`config.mk`:
```
export PLATFORM = sky130hd
export DESIGN_NAME = lifespan_guard_key_shredder_top
export DESIGN_NICKNAME = d
export VERILOG_FILES = /design/src/sv/lgks_pkg.sv /design/src/sv/lgks_mul32.sv /design/src/sv/lgks_hash.sv /design/src/sv/lifespan_guard_key_shredder_top.sv
export SDC_FILE = /design/constraint.sdc
export NUM_CORES = 2
export LEC_CHECK = 0
export BUFFER_PORTS_ARGS = -buffer_cell sky130_fd_sc_hd__buf_2
export CAP_MARGIN = 20
export CORE_AREA = 2 2 408 410
export DETAILED_ROUTE_END_ITERATION = 16
export DIE_AREA = 0 0 410 412
export GPL_TIMING_DRIVEN = 0
export PLACE_DENSITY = 0.65
export SLEW_MARGIN = 20
export SYNTH_ARGS = -nofsm -noshare
export SYNTH_HDL_FRONTEND = slang
export SYNTH_SLANG_ARGS = --single-unit
```
`constraint.sdc`:
```
create_clock -name clk -period 11.6 [get_ports clk]
set_input_delay 0.58 -clock clk [delete_from_list [all_inputs] [get_ports clk]]
set_output_delay 0.58 -clock clk [all_outputs]
set_load 0.01 [all_outputs]
```
`src/sv/lgks_pkg.sv`:
```
// lgks_pkg: shared constants for the key-lifetime watchdog and its key shredder.
// No dependencies; imported by every module of the block.
package lgks_pkg;

    localparam int KEY_W      = 64;
    localparam int TICK_W     = 32;
    localparam int LIFESPAN_W = 49;
    localparam int FUNC_W     = 2;
    localparam int CFG_IDX_W  = 8;
    localparam int CFG_DATA_W = 64;
    localparam int HALF_W     = KEY_W / 2;

    localparam logic [FUNC_W-1:0] FUNC_ARM      = 2'd0;
    localparam logic [FUNC_W-1:0] FUNC_VALIDATE = 2'd1;
    localparam logic [FUNC_W-1:0] FUNC_FORCE    = 2'd2;

    localparam logic [CFG_IDX_W-1:0] REG_LIFESPAN = 8'd0;
    localparam logic [CFG_IDX_W-1:0] REG_SILENCE  = 8'd1;

    localparam logic [LIFESPAN_W-1:0] LIFESPAN_RESET = 49'd168000000;
    localparam logic [TICK_W-1:0]     SILENCE_RESET  = 32'd2520000000;

    localparam logic [KEY_W-1:0] MIX_MUL_A = 64'hBF58476D1CE4E5B9;
    localparam logic [KEY_W-1:0] MIX_MUL_B = 64'h94D049BB133111EB;

    localparam int MIX_SHIFT_A = 30;
    localparam int MIX_SHIFT_B = 27;
    localparam int FIN_SHIFT   = 31;
    localparam int FINAL_ROT   = 13;

endpackage

```
`src/sv/lgks_mul32.sv`:
```
// lgks_mul32: shared 32x32 unsigned multiplier with a registered 64-bit product.
// Depends on lgks_pkg.
module lgks_mul32 (
    input  logic                        clk,
    input  logic [lgks_pkg::HALF_W-1:0] a,
    input  logic [lgks_pkg::HALF_W-1:0] b,
    output logic [lgks_pkg::KEY_W-1:0]  p
);
    import lgks_pkg::*;

    logic [KEY_W-1:0] p_reg;

    always_ff @(posedge clk)
    begin
        p_reg <= {{HALF_W{1'b0}}, a} * {{HALF_W{1'b0}}, b};
    end

    assign p = p_reg;

endmodule

```
`src/sv/lgks_hash.sv`:
```
// lgks_hash: sequencer for the 64-bit finalizer hash and rotate-by-13.
// Each 64x64 low-half multiply is three passes through lgks_mul32. Depends on lgks_pkg.
module lgks_hash (
    input  logic                        clk,
    input  logic                        rst_n,
    input  logic                        start,
    input  logic [lgks_pkg::KEY_W-1:0]  id,
    input  logic [lgks_pkg::TICK_W-1:0] tick,
    output logic                        done,
    output logic [lgks_pkg::KEY_W-1:0]  result
);
    import lgks_pkg::*;

    typedef enum logic [1:0] {H_IDLE, H_MIX, H_MUL, H_FIN} hstate_t;

    hstate_t          state_reg, state_next;
    logic             round_reg, round_next;
    logic [1:0]       cnt_reg, cnt_next;
    logic [KEY_W-1:0] z_reg, z_next;
    logic [KEY_W-1:0] x_reg, x_next;
    logic [KEY_W-1:0] acc_reg, acc_next;
    logic             done_reg, done_next;
    logic [KEY_W-1:0] result_reg, result_next;

    logic [KEY_W-1:0]  mul_c;
    logic [HALF_W-1:0] mul_a, mul_b;
    logic [KEY_W-1:0]  mul_p;
    logic [KEY_W-1:0]  acc_add;
    logic [KEY_W-1:0]  fin_w;

    lgks_mul32 u_mul (
        .clk (clk),
        .a   (mul_a),
        .b   (mul_b),
        .p   (mul_p)
    );

    assign mul_c   = round_reg ? MIX_MUL_B : MIX_MUL_A;
    assign acc_add = {acc_reg[KEY_W-1:HALF_W] + mul_p[HALF_W-1:0], acc_reg[HALF_W-1:0]};
    assign fin_w   = z_reg ^ (z_reg >> FIN_SHIFT);

    // partial products: lo*lo, lo*hi, hi*lo
    always_comb
    begin
        case (cnt_reg)
            2'd0:
            begin
                mul_a = x_reg[HALF_W-1:0];
                mul_b = mul_c[HALF_W-1:0];
            end
            2'd1:
            begin
                mul_a = x_reg[HALF_W-1:0];
                mul_b = mul_c[KEY_W-1:HALF_W];
            end
            default:
            begin
                mul_a = x_reg[KEY_W-1:HALF_W];
                mul_b = mul_c[HALF_W-1:0];
            end
        endcase
    end

    always_comb
    begin
        state_next  = state_reg;
        round_next  = round_reg;
        cnt_next    = cnt_reg;
        z_next      = z_reg;
        x_next      = x_reg;
        acc_next    = acc_reg;
        done_next   = 1'b0;
        result_next = result_reg;
        case (state_reg)
            H_IDLE:
            begin
                if (start)
                begin
                    z_next     = id + {{(KEY_W-TICK_W){1'b0}}, tick};
                    round_next = 1'b0;
                    state_next = H_MIX;
                end
            end
            H_MIX:
            begin
                x_next     = round_reg ? (z_reg ^ (z_reg >> MIX_SHIFT_B))
                                       : (z_reg ^ (z_reg >> MIX_SHIFT_A));
                cnt_next   = 2'd0;
                state_next = H_MUL;
            end
            H_MUL:
            begin
                cnt_next = cnt_reg + 2'd1;
                case (cnt_reg)
                    2'd0:
                    begin
                        acc_next = acc_reg;
                    end
                    2'd1:
                    begin
                        acc_next = mul_p;
                    end
                    2'd2:
                    begin
                        acc_next = acc_add;
                    end
                    default:
                    begin
                        z_next = acc_add;
                        if (round_reg)
                        begin
                            state_next = H_FIN;
                        end
                        else
                        begin
                            round_next = 1'b1;
                            state_next = H_MIX;
                        end
                    end
                endcase
            end
            H_FIN:
            begin
                result_next = (fin_w << FINAL_ROT) | (fin_w >> (KEY_W - FINAL_ROT));
                done_next   = 1'b1;
                state_next  = H_IDLE;
            end
            default:
            begin
                state_next = H_IDLE;
            end
        endcase
    end

    always_ff @(posedge clk or negedge rst_n)
    begin
        if (!rst_n)
        begin
            state_reg  <= H_IDLE;
            done_reg   <= 1'b0;
            round_reg  <= 1'b0;
            cnt_reg    <= 2'd0;
        end
        else
        begin
            state_reg  <= state_next;
            done_reg   <= done_next;
            round_reg  <= round_next;
            cnt_reg    <= cnt_next;
        end
    end

    always_ff @(posedge clk)
    begin
        z_reg      <= z_next;
        x_reg      <= x_next;
        acc_reg    <= acc_next;
        result_reg <= result_next;
    end

    assign done   = done_reg;
    assign result = result_reg;

endmodule

```
`src/sv/lifespan_guard_key_shredder_top.sv`:
```
// lifespan_guard_key_shredder_top: key-lifetime watchdog with a hash-based key shredder.
// Arm/force/unused: S_ADD, S_OUT, then the output register. Live validate: timing add (S_ADD),
// then compare (S_CMP). Collapsed validate: waits in S_HASH on six passes through the one shared
// 32x32 multiplier in lgks_hash. One word in flight; the next is taken once the result moves
// to the output register. Async active-low reset: block alive, timing zeroed, limits at reset.
// Depends on lgks_pkg, lgks_hash, lgks_mul32.
module lifespan_guard_key_shredder_top (
    input  logic                            clk,
    input  logic                            rst_n,
    input  logic                            in_valid,
    output logic                            in_stall,
    input  logic [lgks_pkg::FUNC_W-1:0]     func,
    input  logic [lgks_pkg::KEY_W-1:0]      sess_id,
    input  logic [lgks_pkg::TICK_W-1:0]     cur_tick,
    output logic                            out_valid,
    input  logic                            out_stall,
    output logic [lgks_pkg::KEY_W-1:0]      key_out,
    output logic                            collapsed,
    input  logic                            cfg_valid,
    output logic                            cfg_ready,
    input  logic [lgks_pkg::CFG_IDX_W-1:0]  cfg_index,
    input  logic [lgks_pkg::CFG_DATA_W-1:0] cfg_data
);
    import lgks_pkg::*;

    typedef enum logic [2:0] {S_IDLE, S_ADD, S_CMP, S_HASH, S_OUT} state_t;

    state_t                state_reg, state_next;
    logic                  dead_reg, dead_next;
    logic [TICK_W-1:0]     prev_tick_reg, prev_tick_next;
    logic [KEY_W-1:0]      total_reg, total_next;
    logic                  silent_reg, silent_next;
    logic [LIFESPAN_W-1:0] lifespan_reg, lifespan_next;
    logic [TICK_W-1:0]     silence_reg, silence_next;
    logic [FUNC_W-1:0]     func_reg, func_next;
    logic [KEY_W-1:0]      sid_reg, sid_next;
    logic [TICK_W-1:0]     now_reg, now_next;
    logic [KEY_W-1:0]      res_key_reg, res_key_next;
    logic                  out_valid_reg, out_valid_next;
    logic [KEY_W-1:0]      key_out_reg, key_out_next;
    logic                  collapsed_reg, collapsed_next;

    logic              hash_start;
    logic              hash_done;
    logic [KEY_W-1:0]  hash_key;
    logic [TICK_W-1:0] delta;
    logic [KEY_W:0]    sum;

    lgks_hash u_hash (
        .clk    (clk),
        .rst_n  (rst_n),
        .start  (hash_start),
        .id     (sid_reg),
        .tick   (now_reg),
        .done   (hash_done),
        .result (hash_key)
    );

    assign delta = now_reg - prev_tick_reg;
    assign sum   = {1'b0, total_reg} + {{(KEY_W-TICK_W+1){1'b0}}, delta};

    always_comb
    begin
        state_next     = state_reg;
        dead_next      = dead_reg;
        prev_tick_next = prev_tick_reg;
        total_next     = total_reg;
        silent_next    = silent_reg;
        lifespan_next  = lifespan_reg;
        silence_next   = silence_reg;
        func_next      = func_reg;
        sid_next       = sid_reg;
        now_next       = now_reg;
        res_key_next   = res_key_reg;
        out_valid_next = out_valid_reg;
        key_out_next   = key_out_reg;
        collapsed_next = collapsed_reg;
        hash_start     = 1'b0;

        if (cfg_valid)
        begin
            case (cfg_index)
                REG_LIFESPAN: lifespan_next = cfg_data[LIFESPAN_W-1:0];
                REG_SILENCE:  silence_next  = cfg_data[TICK_W-1:0];
                default:      ;
            endcase
        end

        if (out_valid_reg && !out_stall)
        begin
            out_valid_next = 1'b0;
        end

        case (state_reg)
            S_IDLE:
            begin
                if (in_valid)
                begin
                    func_next  = func;
                    sid_next   = sess_id;
                    now_next   = cur_tick;
                    state_next = S_ADD;
                end
            end
            S_ADD:
            begin
                res_key_next = '0;
                state_next   = S_OUT;
                case (func_reg)
                    FUNC_ARM:
                    begin
                        prev_tick_next = now_reg;
                        total_next     = '0;
                    end
                    FUNC_FORCE:
                    begin
                        dead_next = 1'b1;
                    end
                    FUNC_VALIDATE:
                    begin
                        if (dead_reg)
                        begin
                            hash_start = 1'b1;
                            state_next = S_HASH;
                        end
                        else
                        begin
                            prev_tick_next = now_reg;
                            total_next     = sum[KEY_W] ? '1 : sum[KEY_W-1:0];
                            silent_next    = delta > silence_reg;
                            state_next     = S_CMP;
                        end
                    end
                    default: ;
                endcase
            end
            S_CMP:
            begin
                if (silent_reg || (total_reg > {{(KEY_W-LIFESPAN_W){1'b0}}, lifespan_reg}))
                begin
                    dead_next  = 1'b1;
                    hash_start = 1'b1;
                    state_next = S_HASH;
                end
                else
                begin
                    res_key_next = sid_reg;
                    state_next   = S_OUT;
                end
            end
            S_HASH:
            begin
                if (hash_done)
                begin
                    res_key_next = hash_key;
                    state_next   = S_OUT;
                end
            end
            S_OUT:
            begin
                if (!out_valid_reg || !out_stall)
                begin
                    out_valid_next = 1'b1;
                    key_out_next   = res_key_reg;
                    collapsed_next = dead_reg;
                    state_next     = S_IDLE;
                end
            end
            default:
            begin
                state_next = S_IDLE;
            end
        endcase
    end

    always_ff @(posedge clk or negedge rst_n)
    begin
        if (!rst_n)
        begin
            state_reg     <= S_IDLE;
            dead_reg      <= 1'b0;
            prev_tick_reg <= '0;
            total_reg     <= '0;
            silent_reg    <= 1'b0;
            lifespan_reg  <= LIFESPAN_RESET;
            silence_reg   <= SILENCE_RESET;
            out_valid_reg <= 1'b0;
        end
        else
        begin
            state_reg     <= state_next;
            dead_reg      <= dead_next;
            prev_tick_reg <= prev_tick_next;
            total_reg     <= total_next;
            silent_reg    <= silent_next;
            lifespan_reg  <= lifespan_next;
            silence_reg   <= silence_next;
            out_valid_reg <= out_valid_next;
        end
    end

    always_ff @(posedge clk)
    begin
        func_reg      <= func_next;
        sid_reg       <= sid_next;
        now_reg       <= now_next;
        res_key_reg   <= res_key_next;
        key_out_reg   <= key_out_next;
        collapsed_reg <= collapsed_next;
    end

    assign in_stall  = (state_reg != S_IDLE);
    assign cfg_ready = 1'b1;
    assign out_valid = out_valid_reg;
    assign key_out   = key_out_reg;
    assign collapsed = collapsed_reg;

    // collapse is permanent until reset
    a_dead_sticky: assert property (@(posedge clk) disable iff (!rst_n)
        dead_reg |=> dead_reg)
        else $error("collapse cleared without reset");

    // hash results only land while waiting for them
    a_hash_done_state: assert property (@(posedge clk) disable iff (!rst_n)
        hash_done |-> (state_reg == S_HASH))
        else $error("hash done outside hash wait");

    // a live block never shows a key other than the session id or zero
    a_live_key: assert property (@(posedge clk) disable iff (!rst_n)
        (state_reg == S_OUT && !dead_reg) |-> (res_key_reg == sid_reg || res_key_reg == '0))
        else $error("live block produced a hashed key");

    // one word at a time
    a_single_word: assert property (@(posedge clk) disable iff (!rst_n)
        (in_valid && !in_stall) |=> in_stall)
        else $error("second word accepted while busy");

endmodule
```
Word level (Yosys, flattened, before mapping)
Cells that the tools add are included.
Word-level totals
  register bits: 736
  bits of input ports: 175
  output and inout port bits: 68
  logic and storage cells: 133
Operators by class
  $add $sub $neg: 5
  multipliers: 1
  magnitude comparators: 2
  eq/ne operators: 21
  muxes and demuxes: 42
  bitwise operators: 6
  reductions and logical operators: 32
Operators by type and width (count)
  $mux W64: 7
  $pmux W64 S2: 3
  $pmux W64 S3: 1
  $mux W32: 3
  $add A64 B32 Y65: 1
  $add A64 B32 Y64: 1
  $gt A64 B49 Y1: 1
  $mul A32 B32 Y64: 1
  $or A64 B13 Y64: 1
  $pmux W32 S2: 1
  $xor A64 B33 Y64: 1
  $xor A64 B34 Y64: 1
  $xor A64 B37 Y64: 1
  $mux W62: 1
  $add A32 B32 Y32: 1
  $gt A32 B32 Y1: 1
  $sub A32 B32 Y32: 1
  $reduce_and A3 Y1: 7
  $mux W3: 5
  $pmux W3 S5: 1
  $ne A2 B2 Y1 const B: 7
  $mux W1: 12
  $reduce_and A2 Y1: 6
  $reduce_bool A2 Y1: 5
  other kinds (22): 39

Longest topological paths before layout
  depth after elaboration: 6
  depth in mapped cells: 36
  gate-level depth less buffers: 34

Modules after synthesis
Synthesis repeated with hierarchy kept, for this count alone.
Second synthesis, totals
  cells, all modules: 6934
  area, all modules: 70547.7 µm²
By module, submodules not included
  lgks_mul32: times used 1, cells an instance 3738, area an instance 34490.6 µm², seq. area each 1281.2 µm²
  lifespan_guard_key_shredder_top: times used 1, cells an instance 1866, area an instance 20634.8 µm², seq. area each 11419.7 µm²
  lgks_hash: times used 1, cells an instance 1330, area an instance 15422.3 µm², seq. area each 7837.5 µm²

Worst setup path before layout
Ideal clock, no wire load.
  path type: register to register
  start: reg u_hash.cnt_reg[1]
  end: reg u_hash.u_mul.p_reg[56], in the netlist u_hash.u_mul.p[56]
  library setup time: 0.127 ns
  arrival time: 9.040 ns
  data required time: 11.473 ns
  setup slack: 2.432 ns
  stages on the path, launching flop included: 33
  path buffers: 3
  period minus slack after synthesis: 9.168 ns
  cells stage by stage: dfrtp_1 inv_1 ha_1 nor2_1 clkbuf_1 buf_2 mux2i_1 inv_1 nand2_1 nor2_1 inv_1 o21ai_0 fa_1 fa_1 inv_1 fa_1 fa_1 inv_1 fa_1 fa_1 fa_1 fa_1 ha_1 clkbuf_1 nand2_1 nor4_1 nand2_1 or4_1 o22a_1 and2_1 o31ai_1 o41ai_1 xnor2_1
On the way
  cells in the longest elaborated chain, start to end: 4
  elaborated cells on any way between the ends: 6
  classes of those cells: mul: 1; eq/ne: 1; mux: 2; reduce/logical: 2
RTL lines
  start: declaration: RTL line lgks_hash.sv:18  | logic [1:0] cnt_reg, cnt_next;
  start signal: assignment: RTL line lgks_hash.sv:149  | cnt_reg <= cnt_next;
  $eq A2 B1 Y1 or $logic_not A2 Y1 (tied branches): RTL line lgks_hash.sv:45  | case (cnt_reg)
  $reduce_or A2 Y1 (no source line)
  $mux W32: RTL line lgks_hash.sv:45
  $mul A32 B32 Y64 *: RTL line lgks_mul32.sv:15  | p_reg <= {{HALF_W{1'b0}}, a} * {{HALF_W{1'b0}}, b};
  end signal: assignment: RTL line lgks_mul32.sv:15
  end: declaration: RTL line lgks_mul32.sv:11  | logic [KEY_W-1:0] p_reg;
Every way passes the cells marked *; elsewhere a longest branch is shown, timed or not.
A chain may end at the register's enable or synchronous reset.

Final worst setup path
Same ends and word-level chain as after synthesis.

==> results.md <==
Run status:
- The flow ran to the end, and the final reports show no timing, DRC or antenna violations.

Worst setup path:
- The type of element launching the critical path is a flip-flop.
- The cell with the largest stage delay on the worst path is clkbuf_1.
- In this run the critical register-to-register path is captured at u_hash.u_mul.p[56].
- Data on the critical path is required at its endpoint by 12.13 ns.
- In this run the critical register-to-register path is launched from u_hash.cnt_reg[1].
- The worst reg2reg path depth is 28.
- Setup slack on the worst reg-to-reg path comes out at 0.06 ns.
- The critical setup path kind is flip-flop to flip-flop.
- The data arrival time of the critical path is between 10 and 15 ns.
- The most numerous cell type found on the critical path is fa_1.
- STA classifies the critical path endpoint as a flip-flop.
- Of all nets on the critical path, the largest fanout is 10.
- The maximum single-stage delay on the critical path is around 1.1 ns.

Detailed routing:
- The first TritonRoute pass finished after 6 iterations.
- In the routed design, unresolved DRC markers number 0.
- The total vias in the final route is 49020.
- The iteration-0 DRC count of the detailed router is 5379.
- In this run the remaining antenna-violating nets after routing total 0.
- After detailed routing, the average wire length per cell comes to 26.7 microns.
- The final layout contains routed wiring with a total length of 236000 microns.
- Dividing the detail-routed via count by the number of cells gives approximately 5.6.

Logic synthesis:
- The number of nets handed over by synthesis was just under 8000.
- Yosys mapped a number of flops with a built-in enable equal to 483.
- The average cell area after synthesis is between 10 and 15 sq um.
- Of all flip-flops after synthesis, the portion carrying an async set or reset was between 20% and 30%.
- In the synthesized netlist the dominant register cell turns out to be edfxtp_1.
- After synthesis, the netlist uses 93 different library cells.
- The area of the mapped netlist is 65400 sq um.
- After synthesis the netlist holds a flip-flop and latch count of roughly 740.
- In the synthesized netlist, the cells that appear most often are inv_1, fa_1, ha_1.
- Yosys attributes the largest share of cell area to fa_1, edfxtp_1, ha_1, inv_1, dfrtp_1.
- Of all cell types, the one taking the most synthesized area is fa_1.
- Summing the sequential cell areas from Yosys gives around a third of the chip area.
- After technology mapping, the gate count stands at between 6000 and 7000.
- The Yosys warning count is 0.
- Among all cell types in the netlist, the one instantiated most often is inv_1.
- The share of the synthesized area in the top cell type is 24.6%.

Clock tree:
- At the later pin of the worst-skew pair, clock insertion delay measures 0.67 ns.
- Counting along the longest clock path gives a buffer depth of 3.
- The number of buffers created by CTS is 74.
- Clock-pin slew was measured on the worst setup and hold paths at 0.07 ns.
- CTS saw ~740 sinks.
- The cell chosen for the clock root is clkbuf_16.
- TritonCTS built the clock tree.
- The H-tree generated during clock tree synthesis spans 3 levels.

Timing:
- The clock period could shrink to around 12 ns.
- The transition at the pin with the smallest max-transition slack is around 1.4 ns.
- The final number of max-transition violations is 0.
- Headroom to the max-slew limit came out at 8.23%.
- The final worst setup slack is around 0.061 ns.
- The clock arrives with roughly 0.044 ns of skew.
- Setup repair after global routing left no endpoint under its margin.
- The number of setup violations in the final report is 0.
- The worst path uses roughly 100% of the clock period.
- Derived from the worst setup path, the maximum achievable clock frequency is 86.7 MHz.
- The total count of hold-check failures in the final report came to 0.

Global route:
- Entering global routing, the biggest net connects 76 pins.
- Summed over all layers, the global routing overflow is 0.
- The overall fraction of global-route tracks in use is between 20 and 30%.
- The number of global-route vias before repair was 50109.
- The first global-routing pass estimated 340000 microns of wire.
- The number of antenna violations at the first check in global routing came to 16.

Die:
- 243 I/O pins were placed.
- The core region is roughly 160000 sq um.
- The initial standard-cell utilization of the core is 39.8%.
- The floorplan has ~150 rows.
- The overall die height is roughly 410 microns.
- The width of the die is ~400 microns.
- The die covers 169000 sq um.

Placed design:
- OpenSTA, run right after detailed placement, puts the worst setup slack at -0.621 ns.
- Summed over all nets, the half-perimeter wirelength after detailed placement is slightly below 200000 microns.
- The count of buffers added on input and output ports is between 200 and 250.
- The weighted congestion reported at the end of routability-driven placement is between 1 and 1.5.

Hold path:
- The number of cells traversed by the worst hold path is 1.
- The worst hold path begins at cur_tick[17].
- In this run the worst hold path is classified as input pin to flip-flop.
- The hold-critical path endpoint is now_reg[17].

Finish:
- Compared with the post-synthesis result, the final layout area differs by 10.7%.
- At the end of the flow, the number of nets in the layout was around 8000.
- The proportion of layout cells with a drive suffix above 1 is ~8.3%.
- Once layout is complete, the utilization of the core stands at 44.1%.

Job:
- Max-cap violations in this run came to 0.
==> timing repair <==
item                                   in CTS  in global routing
gates resized for setup                     6                  5
endpoints found under the hold margin      58                  0
hold buffers                                1                  0
setup endpoints to repair                  18                  9
gates cloned                                0                  0
buffers inserted                            0                  2
==> worst max-delay path: cells and delay by family (launching register included) <==
| family | cells | cell delay (ns) |
|---|---|---|
| AND/OR/NAND/NOR | 8 | 3.39 |
| buffers and inverters | 6 | 1.84 |
| XOR/XNOR | 1 | 0.15 |
| adder cells (fa/ha/maj) | 10 | 4.84 |
| flip-flops | 1 | 0.41 |
| AO/OA/AOI/OAI | 3 | 0.76 |
==> stage by stage <==
step	setup TNS [ns]	std cells	cell area (sq um)	hold WS (ns)
after global routing	0	8820	72400	0.0671
final	0	8825	72400	0.0840
after detailed placement	-5.81	8678	69800	0.405
after floorplan	0	6239	65400	0.284
after global placement	-14.11	8654	69300	0.401
after CTS	0	8816	72300	0.0451
==> metal layers <==
layer / vias up / part of all wire, % / GRT usage, % / wire length [microns]
li1: 21231 / - / - / -
met1: 24576 / 39 / 35.9 / 92600
met2: 2624 / 45 / 44.3 / 106000
met3: 581 / 9.3 / 5.29 / 21900
met4: 8 / 6.4 / 14.9 / 15000
met5: - / 0.024 / 0 / 56
==> worst max-delay path by stage <==
| stage | start | to | slack (ns) |
|---|---|---|---|
| final | u_hash.cnt_reg[1] | u_hash.u_mul.p[56] | 0.06 |
| after floorplan | u_hash.cnt_reg[1] | u_hash.u_mul.p[56] | 2.43 |
| after global routing | u_hash.cnt_reg[1] | u_hash.u_mul.p[61] | 0.07 |
| after CTS | u_hash.cnt_reg[1] | u_hash.u_mul.p[61] | 0.15 |
| after global placement | u_hash.cnt_reg[1] | u_hash.u_mul.p[56] | -0.97 |
| after detailed placement | u_hash.cnt_reg[1] | u_hash.u_mul.p[56] | -0.62 |
==> placed cells by master (no fill, tap or decap), types with 19 or more instances in the layout <==
| cell | synthesis | final |
|---|---|---|
| inv_1 | 1211 | 1211 |
| nor3_1 | 36 | 36 |
| a31oi_1 | 45 | 45 |
| a22o_1 | 75 | 75 |
| o21ai_1 | 27 | 28 |
| clkbuf_1 | 170 | 168 |
| xnor2_1 | 153 | 153 |
| o21a_1 | 45 | 44 |
| ha_1 | 570 | 568 |
| dfrtp_1 | 170 | 170 |
| and3_1 | 43 | 43 |
| xor2_1 | 108 | 108 |
| edfxtp_1 | 483 | 483 |
| dfxtp_1 | 64 | 64 |
| o21ai_0 | 292 | 291 |
| nor2b_1 | 63 | 63 |
| buf_2 | 10 | 237 |
| mux2_2 | 81 | 81 |
| fa_1 | 803 | 803 |
| o211ai_1 | 32 | 32 |
| dfstp_2 | 19 | 19 |
| o21bai_1 | 26 | 26 |
| a21oi_1 | 226 | 225 |
| and2_1 | 35 | 34 |
| nand3_1 | 81 | 81 |
| nand2_1 | 483 | 483 |
| mux2i_1 | 57 | 50 |
| o31ai_1 | 26 | 26 |
| clkbuf_16 | 0 | 76 |
| nor2_1 | 348 | 344 |
| nand2b_1 | 33 | 33 |
| nand4_1 | 60 | 60 |
| a21o_1 | 119 | 119 |
| a211oi_1 | 26 | 26 |
==> cells by family (layout without fill, tap and decap cells) <==
group | Yosys count | in the layout | share of synthesized area (%)
buffers and inverters | 1411 | 1801 | 8.14
flip-flops | 736 | 736 | 31.4
XOR/XNOR | 261 | 261 | 3.50
multiplexers | 138 | 138 | 2.27
AO/OA/AOI/OAI | 1060 | 1060 | 10.4
AND/OR/NAND/NOR | 1259 | 1259 | 8.78
other | 1 | 8 | 0.00573
adder cells (fa/ha/maj) | 1373 | 1373 | 35.5
==> layout make-up <==
class                           count  area, sq um
Multi-Input combinational cell   4092        39700
Sequential cell                   736        20500
Antenna cell                        7         17.5
Tap cell                         2189         2740
Clock buffer                       90         1980
Timing Repair Buffer              254         1620
Inverter                         1214         4560
Fill cell                       15626        91800
Clock inverter                     47          499
Buffer                            196          785
Power is left out: the tool's default activity adds up to more than one toggle a clock period on the data nets, which glitch-free logic cannot reach.
